[config.mk]
export PLATFORM = sky130hd
export DESIGN_NAME = ordered_record_list
export DESIGN_NICKNAME = d
export VERILOG_FILES = /design/src/rtl/orl_pkg.sv /design/src/rtl/orl_mem.sv /design/src/rtl/orl_seq.sv /design/src/rtl/ordered_record_list.sv
export SDC_FILE = /design/constraint.sdc
export NUM_CORES = 1
export LEC_CHECK = 0
export BUFFER_PORTS_ARGS = -buffer_cell sky130_fd_sc_hd__buf_2
export CAP_MARGIN = 20
export CORE_MARGIN = 2
export CORE_UTILIZATION = 40
export CTS_CLUSTER_DIAMETER = 120
export DETAILED_ROUTE_END_ITERATION = 8
export PLACE_DENSITY = 0.55
export SLEW_MARGIN = 20
export SYNTH_ARGS = -nofsm -noshare
export SYNTH_HDL_FRONTEND = slang
export SYNTH_HIERARCHICAL = 1
export SYNTH_SLANG_ARGS = --single-unit
export TNS_END_PERCENT = 1
[constraint.sdc]
create_clock -name clk -period 7.6 [get_ports clk]
set_input_delay 0.76 -clock clk [delete_from_list [all_inputs] [get_ports clk]]
set_output_delay 0.76 -clock clk [all_outputs]
set_load 0.02 [all_outputs]
[src/rtl/orl_pkg.sv]
`timescale 1ns / 1ps
// ----------------------------------------------------------------------------
// orl_pkg
// Shared types and constants of the ordered record list.
// ----------------------------------------------------------------------------
package orl_pkg;

  localparam int KEY_W         = 16;
  localparam int VAL_W         = 24;
  localparam int KIND_W        = 3;
  localparam int STATUS_W      = 2;
  localparam int COUNT_OUT_W   = 5;
  localparam int DEPTH_DEFAULT = 16;

  // Stream widths: input tdata is key then value, output tdata is key, value, count.
  localparam int IN_TDATA_W  = 40;
  localparam int OUT_TDATA_W = 48;

  typedef enum logic [KIND_W-1:0] {
    OP_APPEND      = 3'd0,
    OP_INSERT      = 3'd1,
    OP_SEARCH      = 3'd2,
    OP_DELETE      = 3'd3,
    OP_REMOVE_HEAD = 3'd4,
    OP_REMOVE_TAIL = 3'd5
  } op_t;

  typedef enum logic [STATUS_W-1:0] {
    ST_OK   = 2'd0,
    ST_FULL = 2'd1,
    ST_MISS = 2'd2
  } status_t;

  typedef enum logic [1:0] {
    S_IDLE,
    S_SCAN,
    S_DONE
  } state_t;

  typedef struct packed {
    logic [VAL_W-1:0] value;
    logic [KEY_W-1:0] key;
  } rec_t;

  typedef struct packed {
    status_t                status;
    logic [KEY_W-1:0]       found_key;
    logic [VAL_W-1:0]       found_value;
    logic [COUNT_OUT_W-1:0] entry_count;
  } result_t;

endpackage

[src/rtl/orl_mem.sv]
`timescale 1ns / 1ps
// ----------------------------------------------------------------------------
// orl_mem
// Record memory: one write port and one read port with registered read data.
// ----------------------------------------------------------------------------
module orl_mem #(
  parameter int DEPTH = orl_pkg::DEPTH_DEFAULT,
  parameter int AW    = $clog2(DEPTH)
) (
  input  logic           clk,
  input  logic           we,
  input  logic [AW-1:0]  waddr,
  input  orl_pkg::rec_t  wdata,
  input  logic           re,
  input  logic [AW-1:0]  raddr,
  output orl_pkg::rec_t  rdata
);
  import orl_pkg::*;

  rec_t mem [DEPTH];

  always_ff @(posedge clk) begin
    if (we) begin
      mem[waddr] <= wdata;
    end
  end

  always_ff @(posedge clk) begin
    if (re) begin
      rdata <= mem[raddr];
    end
  end

endmodule

[src/rtl/orl_seq.sv]
`timescale 1ns / 1ps
// ----------------------------------------------------------------------------
// orl_seq
// Operation sequencer: walks the record memory one entry per cycle, from the
// head or, on tail removal, from the last entry, shifting records up on insert and down on removal.
// ----------------------------------------------------------------------------
module orl_seq #(
  parameter int DEPTH = orl_pkg::DEPTH_DEFAULT,
  parameter int AW    = $clog2(DEPTH),
  parameter int CW    = $clog2(DEPTH + 1)
) (
  input  logic                              clk,
  input  logic                              rst,
  input  logic                              s_tvalid,
  output logic                              s_tready,
  input  logic [orl_pkg::IN_TDATA_W-1:0]    s_tdata,
  input  logic [orl_pkg::KIND_W-1:0]        s_tuser,
  output logic                              res_valid,
  input  logic                              res_ready,
  output orl_pkg::result_t                  res,
  output logic                              mem_we,
  output logic [AW-1:0]                     mem_waddr,
  output orl_pkg::rec_t                     mem_wdata,
  output logic                              mem_re,
  output logic [AW-1:0]                     mem_raddr,
  input  orl_pkg::rec_t                     mem_rdata
);
  import orl_pkg::*;

  state_t           state, state_next;
  op_t              op, op_next;
  logic [KEY_W-1:0] key, key_next;
  rec_t             carry, carry_next;
  logic [CW-1:0]    ptr, ptr_next;
  logic             pend, pend_next;
  logic [AW-1:0]    q, q_next;
  logic             active, active_next;
  logic [CW-1:0]    count, count_next;
  result_t          res_next;

  logic             issue;
  logic             hit;
  rec_t             in_rec;

  assign in_rec    = rec_t'(s_tdata);
  assign issue     = (state == S_SCAN) && (ptr < count);
  assign s_tready  = (state == S_IDLE);
  assign res_valid = (state == S_DONE);
  assign mem_re    = issue;
  assign mem_raddr = ptr[AW-1:0];

  // Entry seen in the current cycle meets the condition of the operation.
  always_comb begin
    hit = 1'b0;
    case (op)
      OP_INSERT:                  hit = pend && (mem_rdata.key >= key);
      OP_SEARCH, OP_DELETE:       hit = pend && (mem_rdata.key == key);
      OP_REMOVE_HEAD,
      OP_REMOVE_TAIL:             hit = pend;
      default:                    hit = 1'b0;
    endcase
  end

  always_ff @(posedge clk) begin
    if (rst) begin
      state <= S_IDLE;
      count <= '0;
      pend  <= 1'b0;
    end else begin
      state <= state_next;
      count <= count_next;
      pend  <= pend_next;
    end
  end

  always_ff @(posedge clk) begin
    op     <= op_next;
    key    <= key_next;
    carry  <= carry_next;
    ptr    <= ptr_next;
    q      <= q_next;
    active <= active_next;
    res    <= res_next;
  end

  always_comb begin
    state_next  = state;
    op_next     = op;
    key_next    = key;
    carry_next  = carry;
    ptr_next    = ptr;
    pend_next   = 1'b0;
    q_next      = q;
    active_next = active;
    count_next  = count;
    res_next    = res;
    mem_we      = 1'b0;
    mem_waddr   = q;
    mem_wdata   = carry;

    unique case (state)
      S_IDLE: begin
        if (s_tvalid) begin
          op_next     = op_t'(s_tuser);
          key_next    = in_rec.key;
          carry_next  = in_rec;
          active_next = 1'b0;
          ptr_next    = '0;
          res_next    = '{status: ST_OK, found_key: '0, found_value: '0,
                          entry_count: COUNT_OUT_W'(count)};
          state_next  = S_SCAN;
          case (s_tuser)
            OP_APPEND, OP_INSERT: begin
              if (count >= CW'(DEPTH)) begin
                res_next.status = ST_FULL;
                state_next      = S_DONE;
              end else if (s_tuser == OP_APPEND) begin
                // No walk: the record goes straight to the tail.
                ptr_next = count;
              end
            end
            OP_SEARCH, OP_DELETE, OP_REMOVE_HEAD: begin
              ptr_next = '0;
            end
            OP_REMOVE_TAIL: begin
              ptr_next = (count == '0) ? '0 : count - 1'b1;
            end
            default: begin
              state_next = S_DONE;
            end
          endcase
        end
      end

      S_SCAN: begin
        pend_next = issue;
        q_next    = ptr[AW-1:0];
        ptr_next  = ptr + CW'(issue);

        if (op == OP_APPEND || op == OP_INSERT) begin
          // Once the slot is found, every later entry moves up by one.
          if (pend && (active || hit)) begin
            mem_we      = 1'b1;
            mem_waddr   = q;
            mem_wdata   = carry;
            carry_next  = mem_rdata;
            active_next = 1'b1;
          end
          if (!pend && !issue) begin
            mem_we               = 1'b1;
            mem_waddr            = count[AW-1:0];
            mem_wdata            = carry;
            count_next           = count + 1'b1;
            res_next.entry_count = COUNT_OUT_W'(count_next);
            state_next           = S_DONE;
          end
        end else begin
          if (pend && active) begin
            // Close the gap left by the removed record.
            mem_we    = 1'b1;
            mem_waddr = q - 1'b1;
            mem_wdata = mem_rdata;
          end
          if (pend && !active && hit) begin
            active_next          = 1'b1;
            carry_next           = mem_rdata;
            if (op == OP_SEARCH) begin
              res_next.found_key   = mem_rdata.key;
              res_next.found_value = mem_rdata.value;
              state_next           = S_DONE;
            end
          end
          if (!pend && !issue) begin
            if (active) begin
              count_next           = count - 1'b1;
              res_next.found_key   = carry.key;
              res_next.found_value = carry.value;
            end else begin
              res_next.status = ST_MISS;
            end
            res_next.entry_count = COUNT_OUT_W'(count_next);
            state_next           = S_DONE;
          end
        end
      end

      S_DONE: begin
        if (res_ready) begin
          state_next = S_IDLE;
        end
      end

      default: begin
        state_next = S_IDLE;
      end
    endcase
  end

endmodule

[src/rtl/ordered_record_list.sv]
`timescale 1ns / 1ps
// ----------------------------------------------------------------------------
// ordered_record_list
// Ordered list of up to DEPTH key/value records held in one memory.
// ----------------------------------------------------------------------------
// Full and unused kinds go straight to the result, an append writes the tail
// with no walk, and the other kinds walk the held records.
// One item is handled at a time, its time set by the walk over the record
// memory through its single read port, one entry a cycle.
// Reset clears the count, sequencer state and output valid; memory and output data are not cleared.
// A result waiting on the output does not block acceptance of the next item.
module ordered_record_list #(
  parameter int DEPTH = orl_pkg::DEPTH_DEFAULT
) (
  input  logic                              clk,
  input  logic                              rst,
  input  logic                              s_tvalid,
  output logic                              s_tready,
  input  logic [orl_pkg::IN_TDATA_W-1:0]    s_tdata,  // record_key, record_value
  input  logic [orl_pkg::KIND_W-1:0]        s_tuser,  // kind
  output logic                              m_tvalid,
  input  logic                              m_tready,
  output logic [orl_pkg::OUT_TDATA_W-1:0]   m_tdata,  // found_key, found_value, entry_count
  output logic [orl_pkg::STATUS_W-1:0]      m_tuser   // status
);
  import orl_pkg::*;

  localparam int AW = $clog2(DEPTH);
  localparam int CW = $clog2(DEPTH + 1);

  logic          res_valid;
  logic          res_ready;
  result_t       res;
  logic          mem_we;
  logic [AW-1:0] mem_waddr;
  rec_t          mem_wdata;
  logic          mem_re;
  logic [AW-1:0] mem_raddr;
  rec_t          mem_rdata;

  orl_seq #(
    .DEPTH(DEPTH),
    .AW   (AW),
    .CW   (CW)
  ) u_seq (
    .clk      (clk),
    .rst      (rst),
    .s_tvalid (s_tvalid),
    .s_tready (s_tready),
    .s_tdata  (s_tdata),
    .s_tuser  (s_tuser),
    .res_valid(res_valid),
    .res_ready(res_ready),
    .res      (res),
    .mem_we   (mem_we),
    .mem_waddr(mem_waddr),
    .mem_wdata(mem_wdata),
    .mem_re   (mem_re),
    .mem_raddr(mem_raddr),
    .mem_rdata(mem_rdata)
  );

  orl_mem #(
    .DEPTH(DEPTH),
    .AW   (AW)
  ) u_mem (
    .clk  (clk),
    .we   (mem_we),
    .waddr(mem_waddr),
    .wdata(mem_wdata),
    .re   (mem_re),
    .raddr(mem_raddr),
    .rdata(mem_rdata)
  );

  assign res_ready = !m_tvalid || m_tready;

  always_ff @(posedge clk) begin
    if (rst) begin
      m_tvalid <= 1'b0;
    end else if (res_ready) begin
      m_tvalid <= res_valid;
    end
  end

  always_ff @(posedge clk) begin
    if (res_valid && res_ready) begin
      m_tdata <= {3'b000, res.entry_count, res.found_value, res.found_key};
      m_tuser <= res.status;
    end
  end

endmodule

# [After elaboration in Yosys (flattened, before gate mapping)]
# Memories as Yosys holds them, arrays and structs flattened. A register that Yosys moved wholly into a read port is not among the register bits.
# Index checks and enable logic that the tools add are counted.
[word_totals] output_inout_bits=52 regBits=172 latchBits=0 in_bits=47 memories=1 mem_bits_ro=0 mem_bits_rw=640 word_cells=139
[classes] n_shift=0 n_addsub=4 mux=56 order_cmp=3 n_reduce_logical=34 eq_ne=23 n_mul=0 div_mod_pow=0 bitwise=1
[memory_table] name="u_mem.mem" depth=16 word_bits=40 read_ports=1 rd_clocked_by_memory_dff=1 write_ports=1 line="orl_mem.sv:20" rtl="rec_t mem [DEPTH];"
[ops] op="$mux 40" count=10
[ops] op="$mux 47" count=2
[ops] op="$pmux 47 s2" count=1
[ops] op="$pmux 40 s2" count=1
[ops] op="$mux 5" count=9
[ops] op="$mux 42" count=1
[ops] op="$mux 2" count=10
[ops] op="$pmux 5 s2" count=2
[ops] op="$eq 16x16->1" count=1
[ops] op="$ge 16x16->1" count=1
[ops] op="$mux 4" count=4
[ops] op="$ne 3x3->1 const B" count=5
[ops] op="$eq 3x2->1 const B" count=4
[ops] op="$eq 3x3->1 const B" count=4
[ops] op="$mux 1" count=12
[ops] op="$reduce_and 5->1" count=2
[ops] op="$logic_and 1x1->1" count=9
[ops] op="$ne 2x2->1 const B" count=4
[ops] op="$reduce_or 2->1" count=4
[ops] op="$eq 3x1->1 const B" count=2
[ops] op="$logic_not 3->1" count=2
[ops] op="$pmux 2 s3" count=1
[ops] op="$reduce_and 2->1" count=3
[ops] op="$reduce_and 3->1" count=2
[ops] op="20 further kinds" count=25

# [Depth between registers and ports, before layout]
# Gate-level depths: netlist (run 1).
[depth] ltp_word=11 ltp_mapped=13 ltp_nobuf=12

# [Modules after synthesis]
# Netlist (run 1), hierarchy kept.
[modules_own_cells] module="orl_mem" n_inst=1 seq_area_each_um2=20419.6 area_per_inst_um2=25532.0 cells_per_inst=1040
[modules_own_cells] module="orl_seq" n_inst=1 seq_area_each_um2=3643.5 area_per_inst_um2=7330.8 cells_per_inst=690
[modules_own_cells] module="ordered_record_list" n_inst=1 seq_area_each_um2=1431.4 area_per_inst_um2=1492.7 cells_per_inst=56

# [Least setup slack after synthesis (run 1)]
# No wires, ideal clock.
[synth_timing] kind="register -> register" startpoint="register u_seq.count[2]" endpoint="memory u_mem/mem[0][0] (netlist name), enable pin" n_path_buf=2 path_stages_with_launch=12 setup_time_ns=0.487 path_slack_ns=1.970 synth_period_minus_slack_ns=5.630 arrival_time_ns=5.144 required_time_ns=7.113 cell_sequence="dfxtp_1 > clkbuf_1 > inv_1 > ha_1 > a21oi_1 > o21ai_2 > a21o_1 > buf_2 > a221oi_1 > nor3_1 > or3b_2 > nor3_1"
[synth_via] elab_cells_between_ends=12 cone_classes="order compare: 1; mux: 8; reduce/logical: 3"
[synth_rtl] item="from (decl)" line="orl_seq.sv:38" rtl="logic [CW-1:0] count, count_next;"
[synth_rtl] item="from (signal assigned)" line="orl_seq.sv:71" rtl="count <= count_next;"
[synth_rtl] item="$lt 5x5->1" line="orl_seq.sv:46" rtl="assign issue = (state == S_SCAN) && (ptr < count);"
[synth_rtl] item="$logic_and 1x1->1" line="orl_seq.sv:46"
[synth_rtl] item="$logic_not 1->1" line="orl_seq.sv:149" rtl="if (!pend && !issue) begin"
[synth_rtl] item="$logic_and 1x1->1" line="orl_seq.sv:149"
[synth_rtl] item="$mux 4 (*)" line="orl_seq.sv:149"
[synth_rtl] item="$mux 4 (*)" line="orl_seq.sv:140" rtl="if (op == OP_APPEND || op == OP_INSERT) begin"
[synth_rtl] item="$mux 4 (*)" line="orl_seq.sv:101" rtl="unique case (state)"
[synth_rtl] item="net mem_waddr[2]" line="ordered_record_list.sv:35" rtl="logic [AW-1:0] mem_waddr;"
[synth_rtl] item="to (decl)" line="orl_mem.sv:20"
# Mark *: on every way through the listed nets, which the timed path passes. The rest lies on a longest branch.

# [Worst setup path after layout (run 1)]
[layout_timing] startpoint="register u_seq.count[2]" endpoint="memory u_mem/mem[13][8] (netlist name), enable pin"
# The elaborated chain is that of the path after synthesis.

==> summary.txt, run 1 <==
Outcome
  • Status: finished, final reports clean

Critical path
  • Startpoint types: flip-flop
  • Critical Path Max Stage Delay: 0.89 ns
  • Worst reg2reg path endpoint: u_mem/mem[13][8]
  • Crit-path cells: inv_1, ha_1, a21oi_1, o21ai_2, a21oi_4, buf_4, nor4_1, nor3_1, nand3_1, nor2_4, buf_4
  • RR Startpoint: u_seq/count[2]
  • Critical path depth: 11
  • CP dominant cell by count: buf_4
  • CP endpoint kind: flip-flop
  • Reg2Reg Depth: 11
  • Cell family with most CP delay: simple AND/OR/NAND/NOR gates
  • Max Fanout on Critical Path: 58
  • CP Data Required Time: 7.91 ns
  • WS Path Type: flip-flop to flip-flop
  • CP max stage cell: nor2_4
  • CP Buf/Inv Count: 3
  • R2r setup slk: 2.67 ns
  • Crit path DAT: 5.24 ns

Timing
  • Fmax: 203.0 MHz
  • Max transition margin: 23.44%
  • Setup violators final: 0
  • Setup TNS: 0 ns
  • Fin crit period: 4.927 ns
  • Slew @ Worst Pin: 1.148 ns
  • Pins Over Slew Limit: 0
  • Fin. Hold Viols: 0
  • RSZ-0062 raised after global routing: no
  • Worst Clk Skew: 0.02006 ns
  • Fin crit share: 64.82%

Clock tree
  • Register clock-pin slew on the reported worst setup and hold paths: 0.06 ns
  • Sink Count: 852
  • Clock Tree Buf Depth: 3
  • CTS tree: yes
  • Cts repair resizes: 0
  • Post-CTS setup buffers: 0
  • Clock Tree Root: clkbuf_16
  • CTS buffer count: 90
  • H-tree Lvls: 3
  • Worst-Skew Late Latency: 0.64 ns
  • Hold buffers post-CTS: 0

Yosys
  • Post-synth top area cell: edfxtp_1
  • Cell count after synthesis: 1,786
  • Register area share after synthesis: 74.21%
  • Yosys cell types: 71
  • Post-synth EDFFs: 843
  • Ys async rst share: 0%
  • Top FF cell, synth: edfxtp_1
  • Syn avg cell area: 19.24 um^2
  • Yosys warnings: 6
  • Synth Register Bits: 852
  • Top cells by area, synth: edfxtp_1 74%, mux4_2 6.6%, mux4_1 4.6%, nand2_1 1.9%, a22oi_1 1.8%
  • Synth top area share: 73.68%
  • Syn Std Cell Area: 34,360 um^2

Cells and area
  • Area Growth Syn to Fin: 13.87%
  • Fin nets: 1,976
  • Layout cells sized above 1: 22.23%
  • Fill cells: 7,269

GRT
  • Gr ovfl total: 0
  • First-pass GRT wire length: 123,700 um
  • Vias in the first global route: 18,120
  • GRT Overall Usage: 18.84%
  • Largest net degree at the start of global routing: 159
  • Initial antenna violation count: 1

Detailed routing
  • Residual DRC: 0
  • Routed Antenna Nets: 0
  • 1st-iter DRT viols: 1,659
  • Pre-antenna DRT Iters: 5
  • Drt wl/cell: 26.59 um
  • Final wirelength: 83,070 um
  • DR vias/cell: 5.622
  • DR vias: 17,560

Placed design
  • Port Buffer Count: 95
  • Post-DP HPWL: 45,610 um
  • Final estimated routing congestion in global placement: 0.8008

Floorplan
  • Chip Width: 297.1 um
  • Full die area: 88,250 um^2
  • Die height: 297.1 um
  • Std cell rows: 107
  • I/O pins: 99
  • Initial Utilization: 40.35%
  • Core area: 85,150 um^2

Power
  • Power density over the cells: 283.1 nW/um^2
  • Pwr Total: 11.08 mW
  • Leakage: 13.13 nW
  • Maximum vdd drop: 0.1979 mV

Hold path
  • Min-Delay Path Class: input port to flip-flop
  • Hold_sp: s_tdata[2]
  • WHS Endpoint: u_seq/key[2]
  • WHS Path Cells: 1

Flow run
  • Maxcap violations: 0
-- how the worst max path moves through the flow --
stage	from	end
2_1_floorplan	u_seq/count[2]	u_mem/mem[0][0]
3_3_place_gp	u_seq/ptr[2]	u_mem/mem[13][12]
3_5_place_dp	u_seq/ptr[2]	u_mem/mem[13][12]
4_1_cts	u_seq/ptr[2]	u_mem/mem[13][14]
5_1_grt	u_seq/count[2]	u_mem/mem[13][14]
6_report	u_seq/count[2]	u_mem/mem[13][8]
-- power by group --
part | switching [mW] | internal, mW | total (mW)
combinational | 0.701 | 0.340 | 1.04
sequential | 0.0744 | 5.44 | 5.52
clock | 1.84 | 2.68 | 4.52
total | 2.61 | 8.46 | 11.1
-- stage by stage --
stage          hold WS [ns]  setup slack (ns)  instances  area, um^2  utilization [%]
6_report             0.3219             2.673       3124       39120            45.94
5_1_grt              0.3104             2.310       3123       39120            45.94
4_1_cts              0.2890             2.701       3122       39090            45.91
3_5_place_dp         0.4079             2.729       2953       36030            42.32
3_3_place_gp         0.4048             2.803       2952       36010            42.30
2_1_floorplan        0.4003             1.970       1788       34360                -
-- registers in the layout (all words and copies together) (netlist names) --
register and count:
m_tuser 2, u_seq/pend 1, m_tvalid 1, m_tdata 45
u_seq/state 2, u_seq/carry 40, u_seq/count 5, u_mem/mem 640
u_seq/key 16, u_seq/active 1, u_mem/rdata 40, u_seq/op 3
u_seq/ptr 5, u_seq/q 4, u_seq/res 47
-- metal layers --
| layer | routed length [um] | global-route usage [%] | part of all wire [%] | vias to the layer above |
|---|---|---|---|---|
| li1 | - | - | - | 7563 |
| met1 | 37520 | 26.88 | 45 | 9359 |
| met3 | 4447 | 3.192 | 5.4 | 110 |
| met5 | 0 | 0 | 0 | - |
| met2 | 39590 | 30.21 | 48 | 530 |
| met4 | 1514 | 4.798 | 1.8 | 0 |
-- area by class of cell --
class	instances	area, um^2	area share (%)
antenna	1	2.502	0.006397
clock buffer	105	2318	5.927
clock inverter	64	738.2	1.887
inverter	33	125.1	0.3198
multi-input combinational	794	8207	20.98
sequential	852	25490	65.17
tap	1144	1431	3.659
timing repair buffer	131	803.3	2.053
-- logic make-up after synthesis --
logic type,after synthesis,share of synthesized area (%)
xor+xnor,4,0.1020
other cells,1,0.01092
mux,242,13.68
simple gates,268,3.646
compound gates,250,4.924
fa+ha+maj,27,0.9833
buf+inv,142,2.447
flops,852,74.21
-- layout by cell type (no fill, tap or decap), types with 27 or more instances in the layout --
cell type  synthesis  layout
a21oi_1           65      64
mux2i_1           42      42
mux2_2            38      38
clkbuf_16          0      90
nand2_1          175     174
a22oi_1           81      81
mux4_1            60      60
edfxtp_1         843     843
mux4_2           100     100
buf_4             13      32
buf_2             28      95
inv_1             32      31
o31ai_1           45      45
ha_1              27      27
-- synth_stat cells, types with 2 or more instances --
cell type	instances
buf_6	6
nand2_1	175
nor3_1	11
nand3_1	7
o21ai_1	2
a21oi_2	2
o22ai_1	2
nor2_1	26
edfxtp_1	843
a31oi_1	5
and3_1	2
inv_1	32
nor4_1	6
ha_1	27
or4_1	4
buf_4	13
mux2i_1	42
dfxtp_1	9
o31ai_1	45
a2bb2oi_1	2
a221oi_1	2
o2bb2ai_1	3
buf_12	11
nand3b_1	5
nand2b_1	7
a21oi_1	65
mux4_1	60
xor2_1	2
buf_1	3
a211oi_1	2
mux2_1	2
nor2b_1	6
a21o_1	2
xnor2_1	2
buf_2	28
a41oi_1	2
nand4_1	4
mux4_2	100
o21ai_0	19
o21a_1	3
mux2_2	38
o211ai_1	3
a22oi_1	81
clkbuf_1	48
Power figures use the tool's default switching activity.
==> run 2, diff against run 1 <==
==> constraint.sdc (replaced) <==
create_clock -name clk -period 4.9 [get_ports clk]
set_input_delay 0.49 -clock clk [delete_from_list [all_inputs] [get_ports clk]]
set_output_delay 0.49 -clock clk [all_outputs]
set_load 0.02 [all_outputs]
==> run 2 against run 1 <==
Sequential power up 55%; utilization down 0.059 points; total power up 52%; sequential cell count unchanged; die area unchanged.
==> summary.txt, run 2 (same netlist as run 1, synthesis figures left out) <==
Timing
  • Fin crit period: 4.271 ns
  • Fin crit share: 87.16%
  • Fmax: 234.1 MHz
  • Fin. Hold Viols: 0
  • Slew @ Worst Pin: 1.096 ns
  • Worst Clk Skew: 0.02636 ns
  • Final WS setup: 0.6291 ns
  • Pins Over Slew Limit: 0
  • RSZ-0062 raised after global routing: no
  • Setup violators final: 0
  • Max transition margin: 26.80%

Hold path
  • Hold_sp: s_tdata[6]
  • Min-Delay Path Class: input port to flip-flop
  • WHS Path Cells: 1
  • WHS Endpoint: u_seq/key[6]

Detailed routing
  • Routed Antenna Nets: 0
  • Drt wl/cell: 25.88 um
  • Pre-antenna DRT Iters: 6
  • DR vias/cell: 5.587
  • 1st-iter DRT viols: 1,546
  • Residual DRC: 0
  • Final wirelength: 80,780 um
  • DR vias: 17,440

Critical path
  • Crit path DAT: 4.53 ns
  • CP endpoint kind: flip-flop
  • WS Path Type: flip-flop to flip-flop
  • RR Startpoint: u_seq/count[2]
  • Startpoint types: flip-flop
  • Reg2Reg Depth: 10
  • R2r setup slk: 0.63 ns
  • CP Data Required Time: 5.16 ns
  • Worst reg2reg path endpoint: u_mem/mem[15][18]
  • Max Fanout on Critical Path: 30

Clock tree
  • Hold buffers post-CTS: 0
  • Register clock-pin slew on the reported worst setup and hold paths: 0.06 ns
  • Cts repair resizes: 0
  • CTS tree: yes
  • Clock Tree Root: clkbuf_16
  • H-tree Lvls: 3
  • Clock Tree Buf Depth: 3
  • Post-CTS setup buffers: 0
  • CTS buffer count: 91
  • Worst-Skew Late Latency: 0.65 ns
  • Sink Count: 852

Power
  • Maximum vdd drop: 0.2392 mV
  • P_int: 12.86 mW
  • Power density over the cells: 431.2 nW/um^2
  • Sw Share: 23.63%
  • Sw Pwr: 3.982 mW
  • Clk pwr share: 39.7%
  • Register share of total power: 50.8%
  • Leakage: 13.08 nW
  • Combinational Power Share: 9.5%
  • Pwr Total: 16.85 mW

GRT
  • Gr ovfl total: 0
  • Routing usage on met3: 3.170%
  • Vias in the first global route: 17,890
  • Initial antenna violation count: 4
  • Largest net degree at the start of global routing: 164
  • Busiest grt layer: met2
  • GRT Overall Usage: 18.26%
  • First-pass GRT wire length: 119,900 um
  • M1 GR Usage: 26.98%
  • Met2 usage: 27.84%

Cells and area
  • Area of the multi-input gates: 8213 um^2
  • Layout cells sized above 1: 22.46%
  • Commonest non-fill, non-tap cells in the layout: 843 x edfxtp_1, 174 x nand2_1, 100 x mux4_2
  • Reg with most FFs: u_mem/mem
  • Biggest regs: u_mem/mem: 640 flops, u_seq/res: 47 flops, m_tdata: 45 flops
  • Design Area, Final: 39,070 um^2
  • Area Growth Syn to Fin: 13.72%
  • Inserted Diodes: 0
  • Max reg flops: 640
  • FF/Latch Area: 25,490 um^2
  • Fill cells: 7,220
  • Fin nets: 1,981
  • Most common cell after layout, fill and taps aside: edfxtp_1

Placed design
  • Area after DPL: 36,180 um^2
  • Post-DP HPWL: 44,430 um
  • Post-Place Worst Slack: 0.7096 ns
  • Final estimated routing congestion in global placement: 0.8538
  • Port Buffer Count: 95

Outcome
  • Status: finished, final reports clean

Floorplan
  • Initial Utilization: 40.35%
  • Std cell rows: 107
  • Core area: 85,150 um^2
  • I/O pins: 99
  • Full die area: 88,250 um^2
  • Die height: 297.1 um
  • Chip Width: 297.1 um

Flow run
  • Maxcap violations: 0
## run 2: layout make-up
class / instances / area share [%]
sequential: 852 / 65.25
multi-input combinational: 794 / 21.02
clock buffer: 107 / 6.091
tap: 1144 / 3.664
timing repair buffer: 135 / 2.338
clock inverter: 56 / 1.310
inverter: 33 / 0.3234
## run 2: power groups by stage
stage | sequential, mW | clock [mW] | combinational (mW)
after CTS | 8.56 | 6.86 | 1.63
after global routing | 8.58 | 7.15 | 1.75
final | 8.56 | 6.69 | 1.60
after detailed placement | 8.71 | 0 | 1.62
after global placement | 8.70 | 0 | 1.60
after floorplan | 8.70 | 0 | 1.08
## run 2: critical path, cell delays in order, from the launching register on
cell	delay (ns)
dfxtp_1	0.50
inv_1	0.16
ha_1	0.33
a21oi_1	0.18
o21ai_2	0.12
a21o_1	0.33
a32o_1	0.34
a2bb2oi_1	0.68
nand2_1	0.43
nor2_4	0.21
buf_4	0.54
## run 2: worst max-delay path by stage
stage | cells after the start | slack, ns | to | startpoint
2_1_floorplan | 13 | -0.48 | u_seq/ptr[4] | u_seq/count[2]
4_1_cts | 10 | 0.66 | u_mem/mem[15][19] | u_seq/count[2]
5_1_grt | 10 | 0.37 | u_mem/mem[15][18] | u_seq/count[2]
3_5_place_dp | 10 | 0.71 | u_mem/mem[15][19] | u_seq/count[2]
6_report | 10 | 0.63 | u_mem/mem[15][18] | u_seq/count[2]
3_3_place_gp | 9 | 0.81 | u_mem/mem[15][24] | u_seq/ptr[2]
## run 2: through the flow
step	hold slack, ns	setup TNS (ns)	util (%)	std cells
after floorplan	0.4003	-54.36	-	1788
after global placement	0.4027	0	42.49	2958
after detailed placement	0.4062	0	42.49	2958
after CTS	0.009076	0	45.89	3121
after global routing	0.03350	0	45.89	3121
final	0.05764	0	45.89	3121
## run 2: metal layers
| metal | share of wire, % | up-vias |
|---|---|---|
| li1 | - | 7555 |
| met1 | 46 | 9204 |
| met2 | 45 | 557 |
| met3 | 6.3 | 120 |
| met4 | 2.3 | 0 |
| met5 | 0 | - |
